### config.mk
export PLATFORM = sky130hd
export DESIGN_NAME = boot_keyboard_report_decoder_top
export DESIGN_NICKNAME = d
export VERILOG_FILES = /design/src/hw/rtl/bkrd_pkg.sv /design/src/hw/rtl/bkrd_front.sv /design/src/hw/rtl/bkrd_queue.sv /design/src/hw/rtl/bkrd_back.sv /design/src/hw/rtl/boot_keyboard_report_decoder_top.sv
export SDC_FILE = /design/constraint.sdc
export NUM_CORES = 1
export LEC_CHECK = 0
export BUFFER_PORTS_ARGS = -buffer_cell sky130_fd_sc_hd__buf_4
export CAP_MARGIN = 20
export CORE_UTILIZATION = 55
export CTS_BUF_LIST = sky130_fd_sc_hd__clkbuf_2
export CTS_CLUSTER_DIAMETER = 150
export DETAILED_ROUTE_END_ITERATION = 10
export PLACE_DENSITY = 0.76
export REMOVE_ABC_BUFFERS = 1
export SETUP_SLACK_MARGIN = 0.2
export SLEW_MARGIN = 20
export SYNTH_ARGS = -nofsm -noshare
export SYNTH_HDL_FRONTEND = slang
export SYNTH_SLANG_ARGS = --single-unit
export TNS_END_PERCENT = 20
### constraint.sdc
create_clock -name clk_i -period 6.9 [get_ports clk_i]
set_input_delay 1.725 -clock clk_i [delete_from_list [all_inputs] [get_ports clk_i]]
set_output_delay 1.725 -clock clk_i [all_outputs]
set_load 0.005 [all_outputs]
### src/hw/rtl/bkrd_pkg.sv
package bkrd_pkg;

  localparam int KEY_SLOTS   = 6;
  localparam int INPUT_SLOTS = 6;
  localparam int PAD_SLOTS   = (KEY_SLOTS > INPUT_SLOTS) ? KEY_SLOTS : INPUT_SLOTS;
  localparam int QUEUE_DEPTH = 2;
  localparam int QPTR_W      = (QUEUE_DEPTH > 1) ? $clog2(QUEUE_DEPTH) : 1;
  localparam int QCNT_W      = $clog2(QUEUE_DEPTH + 1);

  localparam logic [7:0] KEY_CAPS_LOCK   = 8'h39;
  localparam logic [7:0] KEY_NUM_LOCK    = 8'h53;
  localparam logic [7:0] KEY_SCROLL_LOCK = 8'h47;
  localparam logic [7:0] MOD_SHIFT_MASK  = 8'h22;

  localparam logic EVENT_KEY = 1'b0;
  localparam logic EVENT_LED = 1'b1;

  typedef struct packed {
    logic [KEY_SLOTS-1:0][7:0] codes;
    logic [KEY_SLOTS-1:0]      fresh;
    logic                      shift;
  } bkrd_entry_t;

  typedef struct packed {
    logic        valid;
    bkrd_entry_t entry;
  } bkrd_push_t;

  typedef struct packed {
    logic full;
    logic empty;
  } bkrd_qstat_t;

endpackage

### src/hw/rtl/bkrd_front.sv
module bkrd_front
  import bkrd_pkg::*;
(
  input  logic        clk_i,
  input  logic        rst_ni,
  input  logic        in_valid_i,
  output logic        in_ready_o,
  input  logic [7:0]  modifier_bits_i,
  input  logic [7:0]  key_slot0_i,
  input  logic [7:0]  key_slot1_i,
  input  logic [7:0]  key_slot2_i,
  input  logic [7:0]  key_slot3_i,
  input  logic [7:0]  key_slot4_i,
  input  logic [7:0]  key_slot5_i,
  input  bkrd_qstat_t qstat_i,
  output bkrd_push_t  push_o
);

  logic [PAD_SLOTS-1:0][7:0] in_arr;
  logic [KEY_SLOTS-1:0][7:0] slots;
  logic [KEY_SLOTS-1:0][7:0] prev_q;
  logic [KEY_SLOTS-1:0]      fresh;
  logic                      accept;

  always_comb begin
    in_arr    = '0;
    in_arr[0] = key_slot0_i;
    in_arr[1] = key_slot1_i;
    in_arr[2] = key_slot2_i;
    in_arr[3] = key_slot3_i;
    in_arr[4] = key_slot4_i;
    in_arr[5] = key_slot5_i;
    for (int i = 0; i < KEY_SLOTS; i++) begin
      slots[i] = in_arr[i];
    end
  end

  always_comb begin
    for (int i = 0; i < KEY_SLOTS; i++) begin
      fresh[i] = (slots[i] != 8'h00);
      for (int j = 0; j < KEY_SLOTS; j++) begin
        if (prev_q[j] == slots[i]) begin
          fresh[i] = 1'b0;
        end
      end
    end
  end

  assign in_ready_o = !qstat_i.full;
  assign accept     = in_valid_i && in_ready_o;

  always_comb begin
    push_o             = '0;
    push_o.valid       = accept && (fresh != '0);
    push_o.entry.codes = slots;
    push_o.entry.fresh = fresh;
    push_o.entry.shift = ((modifier_bits_i & MOD_SHIFT_MASK) != 8'h00);
  end

  always_ff @(posedge clk_i or negedge rst_ni) begin
    if (!rst_ni) begin
      prev_q <= '0;
    end else if (accept) begin
      prev_q <= slots;
    end
  end

endmodule

### src/hw/rtl/bkrd_queue.sv
module bkrd_queue
  import bkrd_pkg::*;
(
  input  logic        clk_i,
  input  logic        rst_ni,
  input  bkrd_push_t  push_i,
  input  logic        pop_i,
  output bkrd_entry_t head_o,
  output bkrd_qstat_t qstat_o
);

  bkrd_entry_t             mem_q [QUEUE_DEPTH];
  logic [QPTR_W-1:0]       wr_ptr_q, wr_ptr_d;
  logic [QPTR_W-1:0]       rd_ptr_q, rd_ptr_d;
  logic [QCNT_W-1:0]       count_q, count_d;
  logic                    do_push;
  logic                    do_pop;

  assign qstat_o.full  = (count_q == QCNT_W'(QUEUE_DEPTH));
  assign qstat_o.empty = (count_q == '0);
  assign head_o        = mem_q[rd_ptr_q];

  assign do_push = push_i.valid && !qstat_o.full;
  assign do_pop  = pop_i && !qstat_o.empty;

  always_comb begin
    wr_ptr_d = wr_ptr_q;
    rd_ptr_d = rd_ptr_q;
    count_d  = count_q;
    if (do_push) begin
      wr_ptr_d = (wr_ptr_q == QPTR_W'(QUEUE_DEPTH - 1)) ? '0 : wr_ptr_q + 1'b1;
    end
    if (do_pop) begin
      rd_ptr_d = (rd_ptr_q == QPTR_W'(QUEUE_DEPTH - 1)) ? '0 : rd_ptr_q + 1'b1;
    end
    unique case ({do_push, do_pop})
      2'b10:   count_d = count_q + 1'b1;
      2'b01:   count_d = count_q - 1'b1;
      default: count_d = count_q;
    endcase
  end

  always_ff @(posedge clk_i or negedge rst_ni) begin
    if (!rst_ni) begin
      wr_ptr_q <= '0;
      rd_ptr_q <= '0;
      count_q  <= '0;
    end else begin
      wr_ptr_q <= wr_ptr_d;
      rd_ptr_q <= rd_ptr_d;
      count_q  <= count_d;
    end
  end

  always_ff @(posedge clk_i) begin
    if (do_push) begin
      mem_q[wr_ptr_q] <= push_i.entry;
    end
  end

endmodule

### src/hw/rtl/bkrd_back.sv
module bkrd_back
  import bkrd_pkg::*;
(
  input  logic        clk_i,
  input  logic        rst_ni,
  input  bkrd_entry_t head_i,
  input  bkrd_qstat_t qstat_i,
  output logic        pop_o,
  output logic        out_valid_o,
  input  logic        out_ready_i,
  output logic        event_kind_o,
  output logic [7:0]  key_code_o,
  output logic        shift_active_o,
  output logic [2:0]  led_bits_o,
  output logic        last_event_o
);

  bkrd_entry_t          cur_q, cur_d;
  logic                 caps_q, caps_d;
  logic                 num_q, num_d;
  logic                 scroll_q, scroll_d;
  logic                 out_valid_q, out_valid_d;
  logic                 kind_q, kind_d;
  logic [7:0]           code_q, code_d;
  logic                 shift_q, shift_d;
  logic [2:0]           led_q, led_d;
  logic                 last_q, last_d;
  logic [KEY_SLOTS-1:0] low;
  logic [KEY_SLOTS-1:0] rest;
  logic [7:0]           code;
  logic                 busy;
  logic                 fire;

  assign busy  = (cur_q.fresh != '0);
  assign fire  = busy && (!out_valid_q || out_ready_i);
  assign pop_o = !busy && !qstat_i.empty;
  assign low   = cur_q.fresh & (~cur_q.fresh + 1'b1);
  assign rest  = cur_q.fresh & ~low;

  always_comb begin
    code = '0;
    for (int i = 0; i < KEY_SLOTS; i++) begin
      code = code | (cur_q.codes[i] & {8{low[i]}});
    end
  end

  always_comb begin
    cur_d       = cur_q;
    caps_d      = caps_q;
    num_d       = num_q;
    scroll_d    = scroll_q;
    out_valid_d = out_valid_q && !out_ready_i;
    kind_d      = kind_q;
    code_d      = code_q;
    shift_d     = shift_q;
    led_d       = led_q;
    last_d      = last_q;
    if (pop_o) begin
      cur_d = head_i;
    end else if (fire) begin
      cur_d.fresh = rest;
      out_valid_d = 1'b1;
      code_d      = code;
      last_d      = (rest == '0);
      kind_d      = EVENT_LED;
      shift_d     = 1'b0;
      priority if (code == KEY_CAPS_LOCK) begin
        caps_d = !caps_q;
      end else if (code == KEY_NUM_LOCK) begin
        num_d = !num_q;
      end else if (code == KEY_SCROLL_LOCK) begin
        scroll_d = !scroll_q;
      end else begin
        kind_d  = EVENT_KEY;
        shift_d = cur_q.shift ^ caps_q;
      end
      led_d = (kind_d == EVENT_LED) ? {scroll_d, caps_d, num_d} : 3'b000;
    end
  end

  always_ff @(posedge clk_i or negedge rst_ni) begin
    if (!rst_ni) begin
      cur_q       <= '0;
      caps_q      <= 1'b0;
      num_q       <= 1'b0;
      scroll_q    <= 1'b0;
      out_valid_q <= 1'b0;
    end else begin
      cur_q       <= cur_d;
      caps_q      <= caps_d;
      num_q       <= num_d;
      scroll_q    <= scroll_d;
      out_valid_q <= out_valid_d;
    end
  end

  always_ff @(posedge clk_i) begin
    kind_q  <= kind_d;
    code_q  <= code_d;
    shift_q <= shift_d;
    led_q   <= led_d;
    last_q  <= last_d;
  end

  assign out_valid_o    = out_valid_q;
  assign event_kind_o   = kind_q;
  assign key_code_o     = code_q;
  assign shift_active_o = shift_q;
  assign led_bits_o     = led_q;
  assign last_event_o   = last_q;

endmodule

### src/hw/rtl/boot_keyboard_report_decoder_top.sv
// Channel   Handshake             Payload
// -------   -------------------   --------------------------------------------------
// report    in_valid_i/in_ready_o modifier_bits_i, key_slot0_i .. key_slot5_i
// event     out_valid_o/out_ready_i event_kind_o, key_code_o, shift_active_o,
//                                 led_bits_o, last_event_o
//
// A report's new presses are found against the stored previous report in the
// cycle in which it is accepted. A report with n new presses is then written into
// the two-entry queue and waits there until the event unit loads it, and the event
// unit registers one event a cycle while its output is not stalled, so the report
// gives n events, the last of them marked by last_event_o.
// Reset clears the previous report, the lock flags and the queue.
// The report side stalls only when the queue is full; a stalled event holds.
module boot_keyboard_report_decoder_top
  import bkrd_pkg::*;
(
  input  logic       clk_i,
  input  logic       rst_ni,
  input  logic       in_valid_i,
  output logic       in_ready_o,
  input  logic [7:0] modifier_bits_i,
  input  logic [7:0] key_slot0_i,
  input  logic [7:0] key_slot1_i,
  input  logic [7:0] key_slot2_i,
  input  logic [7:0] key_slot3_i,
  input  logic [7:0] key_slot4_i,
  input  logic [7:0] key_slot5_i,
  output logic       out_valid_o,
  input  logic       out_ready_i,
  output logic       event_kind_o,
  output logic [7:0] key_code_o,
  output logic       shift_active_o,
  output logic [2:0] led_bits_o,
  output logic       last_event_o
);

  bkrd_push_t  push;
  bkrd_qstat_t qstat;
  bkrd_entry_t head;
  logic        pop;

  bkrd_front u_front (
    .clk_i           (clk_i),
    .rst_ni          (rst_ni),
    .in_valid_i      (in_valid_i),
    .in_ready_o      (in_ready_o),
    .modifier_bits_i (modifier_bits_i),
    .key_slot0_i     (key_slot0_i),
    .key_slot1_i     (key_slot1_i),
    .key_slot2_i     (key_slot2_i),
    .key_slot3_i     (key_slot3_i),
    .key_slot4_i     (key_slot4_i),
    .key_slot5_i     (key_slot5_i),
    .qstat_i         (qstat),
    .push_o          (push)
  );

  bkrd_queue u_queue (
    .clk_i   (clk_i),
    .rst_ni  (rst_ni),
    .push_i  (push),
    .pop_i   (pop),
    .head_o  (head),
    .qstat_o (qstat)
  );

  bkrd_back u_back (
    .clk_i          (clk_i),
    .rst_ni         (rst_ni),
    .head_i         (head),
    .qstat_i        (qstat),
    .pop_o          (pop),
    .out_valid_o    (out_valid_o),
    .out_ready_i    (out_ready_i),
    .event_kind_o   (event_kind_o),
    .key_code_o     (key_code_o),
    .shift_active_o (shift_active_o),
    .led_bits_o     (led_bits_o),
    .last_event_o   (last_event_o)
  );

endmodule
==> results of run 1 <==
synth_stat cells, types with 2 or more instances:
library cell	count
xnor2_1	250
edfxtp_1	124
dfrtp_1	111
buf_2	101
nand2_1	70
o21ai_0	69
nand4_1	60
mux2i_1	55
xor2_1	50
mux2_2	48
nor4_1	31
nor2_1	25
clkbuf_1	23
a221oi_1	8
o22ai_1	8
a21oi_1	7
a222oi_1	6
inv_1	6
o31ai_1	5
and3_1	4
nand2b_1	4
o21ai_1	3
a2111o_1	2
and2_1	2
nand3b_1	2
nor2b_1	2
nor3_1	2
nor3_2	2
o21bai_1	2
where the power goes:
part | total [mW] | switching, mW | internal [mW]
Combinational | 2.05 | 1.00 | 1.04
Clock | 1.01 | 0.565 | 0.442
Sequential | 2.62 | 0.632 | 1.99
Total | 5.68 | 2.20 | 3.48
cells by family (layout without fill, tap and decap cells):
| logic type | after synthesis | after routing | share of synthesized area |
|---|---|---|---|
| AOI/OAI and AO/OA | 112 | 112 | 0.0526 |
| DFF | 235 | 235 | 0.512 |
| adders and majority gates | 1 | 1 | 0.000986 |
| muxes | 103 | 103 | 0.0860 |
| other | 0 | 1 | 0 |
| xor gates and xnor gates | 300 | 300 | 0.207 |
| and+or+nand+nor | 213 | 213 | 0.0913 |
| buffers and inverters | 132 | 191 | 0.0496 |
critical path: stages:
cell and delay (ns):
buf_4 0.22, xor2_1 0.18, nor4_1 0.07, nand2_1 0.06
o21ai_0 0.09, nor4_1 0.90, nor2_1 0.15, a21o_1 0.30
nor2_4 0.64, buf_12 0.30
how the worst min path moves through the flow:
stage	startpoint	to	cells past startpoint
5_1_grt	u_back.cur_q[40]$_DFFE_PN0P_	u_back.cur_q[40]$_DFFE_PN0P_	2
2_1_floorplan	u_back.cur_q[48]$_DFFE_PN0P_	u_back.cur_q[48]$_DFFE_PN0P_	2
6_report	u_back.cur_q[37]$_DFFE_PN0P_	u_back.cur_q[37]$_DFFE_PN0P_	2
3_5_place_dp	u_back.cur_q[37]$_DFFE_PN0P_	u_back.cur_q[37]$_DFFE_PN0P_	2
4_1_cts	u_back.cur_q[52]$_DFFE_PN0P_	u_back.cur_q[52]$_DFFE_PN0P_	2
3_3_place_gp	u_back.cur_q[53]$_DFFE_PN0P_	u_back.cur_q[53]$_DFFE_PN0P_	2
flip-flops by register name, summed over array words and instances (netlist names):
name / count
u_back.event_kind_o: 1
u_queue.wr_ptr_q: 1
u_back.out_valid_o: 1
u_back.shift_active_o: 1
u_back.num_q: 1
u_front.prev_q: 48
u_back.cur_q: 55
u_queue.mem_q: 110
u_queue.rd_ptr_q: 1
u_back.scroll_q: 1
u_queue.count_q: 2
u_back.key_code_o: 8
u_back.caps_q: 1
u_back.last_event_o: 1
u_back.led_bits_o: 3
stage by stage:
| step | cell area [um2] | hold slack, ns | utilization | worst slack, ns |
|---|---|---|---|---|
| final | 13700 | 0.489 | 0.604 | 2.74 |
| after global routing | 13700 | 0.520 | 0.604 | 2.65 |
| after CTS | 13700 | 0.492 | 0.604 | 2.87 |
| after detailed placement | 13100 | 0.471 | 0.577 | 2.00 |
| after global placement | 13100 | 0.457 | 0.577 | 1.99 |
| after floorplan | 12100 | 0.442 | - | 1.11 |
layout make-up:
class / instances / area [um2] / area share
sequential: 235 / 6500 / 0.476
multi-input combinational: 729 / 5590 / 0.409
timing repair buffer: 76 / 596 / 0.0436
clock buffer: 82 / 410 / 0.0300
tap: 285 / 357 / 0.0261
clock inverter: 27 / 195 / 0.0143
inverter: 6 / 22.5 / 0.00165
antenna: 1 / 2.50 / 0.000183
cell usage in the layout (no fill, tap or decap), types with 2 or more instances in the layout:
| master | Yosys | final |
|---|---|---|
| bufinv_16 | 0 | 3 |
| buf_4 | 0 | 74 |
| clkinv_1 | 0 | 17 |
| nand4_1 | 60 | 60 |
| xnor2_1 | 250 | 250 |
| a222oi_1 | 6 | 6 |
| mux2_2 | 48 | 48 |
| a221oi_1 | 8 | 8 |
| nand3b_1 | 2 | 2 |
| mux2i_1 | 55 | 55 |
| o22ai_1 | 8 | 8 |
| a2111o_1 | 2 | 2 |
| inv_1 | 6 | 6 |
| a21oi_1 | 7 | 7 |
| nor2b_1 | 2 | 2 |
| and3_1 | 4 | 4 |
| nor3_1 | 2 | 2 |
| edfxtp_1 | 124 | 124 |
| and2_1 | 2 | 2 |
| nor3_2 | 2 | 2 |
| o31ai_1 | 5 | 5 |
| clkinv_2 | 0 | 5 |
| o21ai_1 | 3 | 2 |
| dfrtp_1 | 111 | 110 |
| nand2b_1 | 4 | 4 |
| o21ai_0 | 69 | 69 |
| o21bai_1 | 2 | 2 |
| nor2_1 | 25 | 23 |
| nor4_1 | 31 | 31 |
| buf_12 | 0 | 2 |
| nand2_1 | 70 | 69 |
| clkbuf_2 | 0 | 82 |
| xor2_1 | 50 | 50 |
| nor2_4 | 0 | 2 |
per-layer routing:
layer  global-route usage  routed length, um  vias up
met5                    0                  0        -
met4                0.111                918        0
met3               0.0392               1800       71
met2                0.432              14600      319
met1                0.348              12700     4115
li1                     -                  -     3861
==> results.sh, run 1 <==
export IMPL_max_vdd_ir_drop_v=0.000257
export IMPL_die_y_um=154
export IMPL_crit_arrival_ns=4.66
export IMPL_grt_pass1_wl_um=47200
export IMPL_start_util=0.560
export IMPL_antenna_found_initial=1
export IMPL_globalRouteTotalUtil=0.263
export IMPL_netlist_area_mm2=0.0127
export IMPL_start_kind="input port"
export IMPL_dp_cells=1331
export IMPL_yosysWarnings=0
export IMPL_seq_area_frac_synth=0.512
export IMPL_synth_main_ff_cell="edfxtp_1"
export IMPL_grt_pass1_vias=8396
export IMPL_routedWlPerCell_um=20.8
export IMPL_synth_cells=1096
export IMPL_fin_cells=1441
export IMPL_critical_path_class="input port to register"
export IMPL_reg2reg_slack_ns=3.20
export IMPL_grt_setup_unrepaired="no"
export IMPL_power_density_mw_per_mm2=415
export IMPL_cap_viol_max_count=0
export IMPL_syn_area_per_cell_um2=11.6
export IMPL_cts_resized=0
export IMPL_ys_types=43
export IMPL_clk_pin_slew_worst_paths_ns=0.11
export IMPL_static_leakage_power_nw=5.07
export IMPL_drive_above_1_share=0.199
export IMPL_fin_tns_setup_ns=0
export IMPL_cp_startpoint="key_slot5_i[1]"
export IMPL_drt_pass1_iterations=5
export IMPL_gp_routability_congestion=0.905
export IMPL_cts_root_buf="clkbuf_2"
export IMPL_synth_edf_count=124
export IMPL_grt_start_max_net_pins=107
export IMPL_syn2layout_area_growth_pct=7.75
export IMPL_ys_async_sr_fraction=0.472
export IMPL_status="completed"
export IMPL_synth_top_area_share=0.293
export IMPL_reg2reg_to="u_queue.mem_q[1][49]$_DFFE_PP_"
export IMPL_postCtsSetupRepairBufs=0
export IMPL_port_buffer_count=69
export IMPL_worst_r2r_startpoint="u_front.prev_q[16]$_DFFE_PN0P_"
export IMPL_clk_latency_ns=0.86
export IMPL_rows=55
export IMPL_cts_tree="yes"
export IMPL_reg2reg_depth=9
export IMPL_drtIter0Drc=733
export IMPL_die_x_um=154
export IMPL_tightest_slew_ns=1.10
export IMPL_ys_ff_latch=235
export IMPL_worstPathRequired_ns=7.40
export IMPL_cts_num_sinks=235
export IMPL_slew_viol_final=0
export IMPL_fmax_mhz=240
export IMPL_die_area_mm2=0.0237
export IMPL_fin_nets=1167
export IMPL_dp_hpwl_um=19800
export IMPL_vias_per_cell=5.81
export IMPL_core_area_mm2=0.0226
export IMPL_cts_hold_buf=0
export IMPL_num_vias=8366
export IMPL_htreeDepth=2
export IMPL_wl_um=30000
export IMPL_cts_buffer_depth=3
export IMPL_gr_total_overflow=0
export IMPL_synth_top_cells_by_area="edfxtp_1, dfrtp_1, xnor2_1"
export IMPL_synth_largest_area_cell="edfxtp_1"
export IMPL_hold_violations=0
export IMPL_power_total_mw=5.68
export IMPL_remaining_drc_errors=0
export IMPL_min_period_ns=4.16
export IMPL_io_pins=76
export IMPL_ant_nets=0
export IMPL_min_path_type="register to register"
export IMPL_setup_violations_final=0
export IMPL_cts_buffers=58
export IMPL_period_share=0.603
export IMPL_endpoint="u_queue.mem_q[1][49]$_DFFE_PP_"
export IMPL_num_fill_cells=1827
export IMPL_cp_max_fo=31
export IMPL_slew_headroom=0.259
export IMPL_end_kind="register"
export IMPL_final_setup_skew_ns=0.0565
Note: power is estimated with default switching activity, not from simulation.
==> run 2: changes to the inputs <==
Clock period 6.9 ns to 4.11 ns, I/O delays scaled along.
==> results.sh, run 2 (synthesis gave the netlist of run 1 again) <==
export IMPL_die_y_um=154
export IMPL_fin_util=0.605
export IMPL_worstPathCellList="nor4_4 > and2_4 > a222oi_1 > o31ai_1 > nand2b_4 > nor3_4 > a21oi_2 > and2_1"
export IMPL_reg2reg_slack_ns=1.24
export IMPL_fin_tns_setup_ns=0
export IMPL_critical_path_class="register to register"
export IMPL_final_area_mm2=0.0137
export IMPL_gp_routability_congestion=0.929
export IMPL_crit_slowest_cell="dfrtp_1"
export IMPL_period_share=0.698
export IMPL_ant_nets=0
export IMPL_cts_root_buf="clkbuf_2"
export IMPL_worst_slack_ns=1.24
export IMPL_drive_above_1_share=0.202
export IMPL_htreeDepth=2
export IMPL_fin_nets=1179
export IMPL_cts_buffers=59
export IMPL_start_kind="register"
export IMPL_post_place_ws_ns=0.735
export IMPL_largest_reg_flops=110
export IMPL_cts_resized=0
export IMPL_status="completed"
export IMPL_syn2layout_area_growth_pct=7.98
export IMPL_cp_max_fo=16
export IMPL_final_setup_skew_ns=0.0835
export IMPL_largest_register="u_queue.mem_q"
export IMPL_routedWlPerCell_um=21.1
export IMPL_crit_arrival_ns=3.43
export IMPL_hold_violations=0
export IMPL_clk_pin_slew_worst_paths_ns=0.12
export IMPL_postCtsSetupRepairBufs=0
export IMPL_rows=55
export IMPL_cts_num_sinks=235
export IMPL_static_leakage_power_nw=5.09
export IMPL_power_density_mw_per_mm2=690
export IMPL_dp_hpwl_um=20400
export IMPL_cts_buffer_depth=3
export IMPL_port_buffer_count=69
export IMPL_cts_hold_buf=0
export IMPL_worstPathRequired_ns=4.67
export IMPL_end_kind="register"
export IMPL_grt_pass1_wl_um=47900
export IMPL_die_area_mm2=0.0237
export IMPL_vias_per_cell=5.90
export IMPL_p_int_mw=5.71
export IMPL_switchingPower_mw=3.74
export IMPL_final_common_cell="xnor2_1"
export IMPL_clk_latency_ns=0.86
export IMPL_min_period_ns=2.87
export IMPL_start_util=0.560
export IMPL_combPwrFrac=0.360
export IMPL_cts_tree="yes"
export IMPL_grt_pass1_vias=8442
export IMPL_gr_total_overflow=0
export IMPL_io_pins=76
export IMPL_placed_area_mm2=0.0131
export IMPL_reg2reg_depth=8
export IMPL_grt_start_max_net_pins=56
export IMPL_globalRouteTotalUtil=0.267
export IMPL_wl_um=30700
export IMPL_antenna_found_initial=1
export IMPL_tightest_slew_ns=1.09
export IMPL_cp_slowest_stage_delay_ns=0.75
export IMPL_fmax_mhz=349
export IMPL_drtIter0Drc=677
export IMPL_swShare=0.396
export IMPL_core_area_mm2=0.0226
export IMPL_num_vias=8576
export IMPL_slew_headroom=0.273
export IMPL_drt_pass1_iterations=5
export IMPL_grt_setup_unrepaired="no"
export IMPL_p_clk_frac=0.164
export IMPL_remaining_drc_errors=0
export IMPL_cap_viol_max_count=0
export IMPL_die_x_um=154
export IMPL_slew_viol_final=0
export IMPL_max_vdd_ir_drop_v=0.000415
export IMPL_seqPwrFrac=0.476
export IMPL_top_regs="u_queue.mem_q (110), u_back.cur_q (55), u_front.prev_q (48)"
export IMPL_final_cell_mix="xnor2_1, edfxtp_1, dfrtp_1, buf_4, clkbuf_2"
export IMPL_setup_violations_final=0
export IMPL_min_path_type="input port to async pin"
==> run 2: per-stage QoR <==
stage               std cells  power (mW)  hold slack (ns)
floorplan                 970        6.75            0.442
global route             1454        10.0            0.177
global placement         1342        7.76            0.460
detailed placement       1342        7.93            0.470
CTS                      1453        9.49            0.182
finish                   1454        9.45            0.213
==> run 2: power groups by stage <==
stage          Combinational, mW  Clock (mW)  Sequential (mW)
6_report                    3.40        1.55             4.50
2_1_floorplan               2.54           0             4.21
3_5_place_dp                3.41           0             4.52
5_1_grt                     3.75        1.73             4.55
4_1_cts                     3.42        1.60             4.47
3_3_place_gp                3.28           0             4.47
==> run 2: layer usage <==
layer	vias to the layer above	wire (um)	global-route usage
li1	3876	-	-
met1	4231	12900	0.354
met2	388	14700	0.435
met3	81	2050	0.0451
met4	0	1030	0.116
met5	-	0	0
==> run 2: critical path, delay by kind of cell (launching register included) <==
kind / cells / cell delay [ns]
AND/OR/NAND/NOR: 5 / 1.02
AO/OA/AOI/OAI: 3 / 0.83
flip-flops: 1 / 0.75
==> run 2: final timing paths <==
| kind | startpoint | end |
|---|---|---|
| worst min register to register | u_back.cur_q[37]$_DFFE_PN0P_ | u_back.cur_q[37]$_DFFE_PN0P_ |
| worst max register to register | u_back.cur_q[3]$_DFFE_PN0P_ | u_back.shift_active_o$_SDFFCE_PP0P_ |
| min in group clk_i | u_back.cur_q[37]$_DFFE_PN0P_ | u_back.cur_q[37]$_DFFE_PN0P_ |
| max in group asynchronous | rst_ni | u_front.prev_q[13]$_DFFE_PN0P_ |
| worst min-delay path | rst_ni | u_front.prev_q[23]$_DFFE_PN0P_ |
| worst max-delay path | u_back.cur_q[3]$_DFFE_PN0P_ | u_back.shift_active_o$_SDFFCE_PP0P_ |
==> run 2: final cells by class <==
type,count,area [um2]
fill,1816,8940
tap,285,357
multi-input combinational,729,5590
clock buffer,78,390
clock inverter,33,161
sequential,235,6500
timing repair buffer,87,678
antenna,1,2.50
inverter,6,22.5
==> run 3: changes to the inputs <==
Settings changed: ABC_AREA set to 1, PLACE_DENSITY 0.76 to 0.79.
Clock period 4.11 ns to 2.6 ns, I/O delays scaled along.
==> results.sh, run 3 <==
export IMPL_period_share=0.944
export IMPL_reg2reg_to="u_queue.mem_q[1][32]$_DFFE_PP_"
export IMPL_status="completed"
export IMPL_synth_cells=1750
export IMPL_max_vdd_ir_drop_v=0.000552
export IMPL_drt_pass1_iterations=6
export IMPL_crit_arrival_ns=3.02
export IMPL_die_area_mm2=0.0256
export IMPL_p_clk_frac=0.165
export IMPL_num_fill_cells=1915
export IMPL_drtIter0Drc=1298
export IMPL_ys_async_sr_fraction=0.472
export IMPL_routedWlPerCell_um=18.3
export IMPL_slew_headroom=0.477
export IMPL_die_y_um=160
export IMPL_post_place_ws_ns=-0.324
export IMPL_final_cell_mix="nand2_1, buf_4, inv_1, xnor2_1, edfxtp_1"
export IMPL_fin_nets=2012
export IMPL_swShare=0.427
export IMPL_synth_top_cells_by_area="edfxtp_1, dfrtp_1, nand2_1"
export IMPL_power_density_mw_per_mm2=1050
export IMPL_drive_above_1_share=0.242
export IMPL_min_delay_start="key_slot0_i[7]"
export IMPL_synth_edf_count=124
export IMPL_synth_largest_area_cell="edfxtp_1"
export IMPL_cp_max_fo=7
export IMPL_reg2reg_depth=17
export IMPL_multi_input_area_mm2=0.00608
export IMPL_worstPathRequired_ns=3.16
export IMPL_gp_routability_congestion=1.01
export IMPL_synth_top_area_share=0.271
export IMPL_synth_most_common_cell="nand2_1"
export IMPL_io_pins=76
export IMPL_yosysWarnings=0
export IMPL_critical_path_class="register to register"
export IMPL_grt_pass1_wl_um=63800
export IMPL_cts_tree="yes"
export IMPL_setup_violations_final=0
export IMPL_cts_root_buf="clkbuf_2"
export IMPL_antenna_found_initial=1
export IMPL_slew_viol_final=0
export IMPL_tightest_slew_ns=0.784
export IMPL_syn2layout_area_growth_pct=21.9
export IMPL_ys_ff_latch=235
export IMPL_hold_path_depth=1
export IMPL_port_buffer_count=69
export IMPL_cts_num_sinks=235
export IMPL_cts_buffer_depth=3
export IMPL_min_path_type="input port to register"
export IMPL_grt_pass1_vias=12000
export IMPL_hold_violations=0
export IMPL_ant_nets=0
export IMPL_htreeDepth=2
export IMPL_num_vias=12700
export IMPL_clk_pin_slew_worst_paths_ns=0.13
export IMPL_min_period_ns=2.45
export IMPL_largest_reg_flops=110
export IMPL_globalRouteTotalUtil=0.325
export IMPL_combPwrFrac=0.452
export IMPL_vias_per_cell=5.44
export IMPL_reg2reg_slack_ns=0.15
export IMPL_seq_area_frac_synth=0.473
export IMPL_netlist_area_mm2=0.0137
export IMPL_synth_common_cells="nand2_1, inv_1, xnor2_1, edfxtp_1, nor2_1"
export IMPL_syn_area_per_cell_um2=7.86
export IMPL_cap_viol_max_count=0
export IMPL_p_int_mw=10.1
export IMPL_dp_hpwl_um=29900
export IMPL_largest_register="u_queue.mem_q"
export IMPL_synth_main_ff_cell="edfxtp_1"
export IMPL_wl_um=42600
export IMPL_power_total_mw=17.5
export IMPL_worst_r2r_startpoint="u_front.prev_q[33]$_DFFE_PN0P_"
export IMPL_die_x_um=160
export IMPL_start_kind="register"
export IMPL_grt_setup_unrepaired="yes"
export IMPL_seqPwrFrac=0.383
export IMPL_remaining_drc_errors=0
export IMPL_clk_latency_ns=0.89
export IMPL_ys_types=36
export IMPL_fmax_mhz=407
export IMPL_hold_end="u_queue.mem_q[1][14]$_DFFE_PP_"
export IMPL_fin_util=0.687
export IMPL_worst_slack_ns=0.145
export IMPL_switchingPower_mw=7.49
export IMPL_end_kind="register"
export IMPL_top_regs="u_queue.mem_q (110), u_back.cur_q (55), u_front.prev_q (48)"
export IMPL_static_leakage_power_nw=7.83
export IMPL_cts_buffers=59
export IMPL_grt_start_max_net_pins=84
export IMPL_start_util=0.564
export IMPL_gr_total_overflow=0
export IMPL_final_setup_skew_ns=0.0593
export IMPL_seq_area_mm2=0.00655
export IMPL_final_common_cell="nand2_1"
export IMPL_core_area_mm2=0.0244
export IMPL_rows=57
## run 3: repair_timing
| action | in CTS | in global routing |
|---|---|---|
| gates cloned | 0 | 5 |
| hold buffers | 1 | 3 |
| pin swaps | 4 | 25 |
| setup endpoints to repair | 52 | 111 |
| resized for setup | 43 | 57 |
| setup buffers | 10 | 26 |
| hold endpoints to repair | 30 | 3 |
## run 3: cells by family after synthesis
group / after synthesis / share of synthesized area
and+or+nand+nor: 864 / 0.258
buffers and inverters: 319 / 0.0956
DFF: 235 / 0.473
AOI/OAI and AO/OA: 164 / 0.0657
xor gates and xnor gates: 164 / 0.104
muxes: 3 / 0.00218
adders and majority gates: 1 / 0.000910
## run 3: worst max path at each step
stage          slack, ns                      startpoint  cells after the start                             end
3_5_place_dp       -0.32                  key_slot3_i[7]                     18  u_queue.count_q[1]$_DFFE_PN0P_
6_report            0.15  u_front.prev_q[33]$_DFFE_PN0P_                     17  u_queue.mem_q[1][32]$_DFFE_PP_
4_1_cts             0.19  u_queue.count_q[0]$_DFFE_PN0P_                      3                      in_ready_o
3_3_place_gp       -0.28                  key_slot3_i[0]                     18  u_queue.count_q[1]$_DFFE_PN0P_
2_1_floorplan      -2.47                      in_valid_i                      4   u_queue.mem_q[1][0]$_DFFE_PP_
5_1_grt             0.11  u_front.prev_q[33]$_DFFE_PN0P_                     16  u_queue.mem_q[1][41]$_DFFE_PP_
## run 3: per-stage QoR
stage / hold slack (ns) / setup TNS [ns] / cell area, um2 / instances
after floorplan: 0.354 / -201.69 / 13200 / 1621
after global placement: 0.453 / -9.30 / 15400 / 2169
after detailed placement: 0.482 / -10.17 / 15400 / 2169
after CTS: 0.00209 / 0 / 16300 / 2291
after global routing: -0.000178 / 0 / 16800 / 2326
final: 0.0837 / 0 / 16800 / 2326
## run 3: cell type report
class / count / share of cell area
diodes: 1 / 0.000149
clock buffers: 86 / 0.0257
clock inverters: 25 / 0.0127
inverters: 190 / 0.0428
multi-input cells: 1196 / 0.362
flip-flops and latches: 235 / 0.391
well taps: 324 / 0.0242
repair buffers: 269 / 0.141
## run 3: power groups by stage
stage	Clock, mW	Combinational (mW)	Sequential, mW
after floorplan	0	4.45	6.56
after global placement	0	6.69	6.67
after detailed placement	0	6.92	6.73
after CTS	2.91	7.18	6.68
after global routing	3.15	8.74	6.84
final	2.90	7.93	6.71
## run 3: worst max-delay path, cell delays in order (launching register included)
cell and delay [ns]:
dfrtp_2 0.49, buf_4 0.16, nand2_1 0.05, nand2_1 0.05, nand2_1 0.13, nor2_1 0.08
nand2_1 0.07, nand2_1 0.04, nor2_1 0.10, nand2_1 0.08, nand2_1 0.07, nor2_1 0.05
nand2_2 0.10, nand2_4 0.08, buf_6 0.12, nor2_4 0.14, buf_12 0.16, clkbuf_16 0.15
## run 3: layer usage
layer | GRT usage | vias up | part of all wire
li1 | - | 5919 | -
met1 | 0.418 | 5980 | 0.40
met2 | 0.532 | 617 | 0.48
met3 | 0.0478 | 143 | 0.073
met4 | 0.175 | 0 | 0.051
met5 | 0 | - | 0
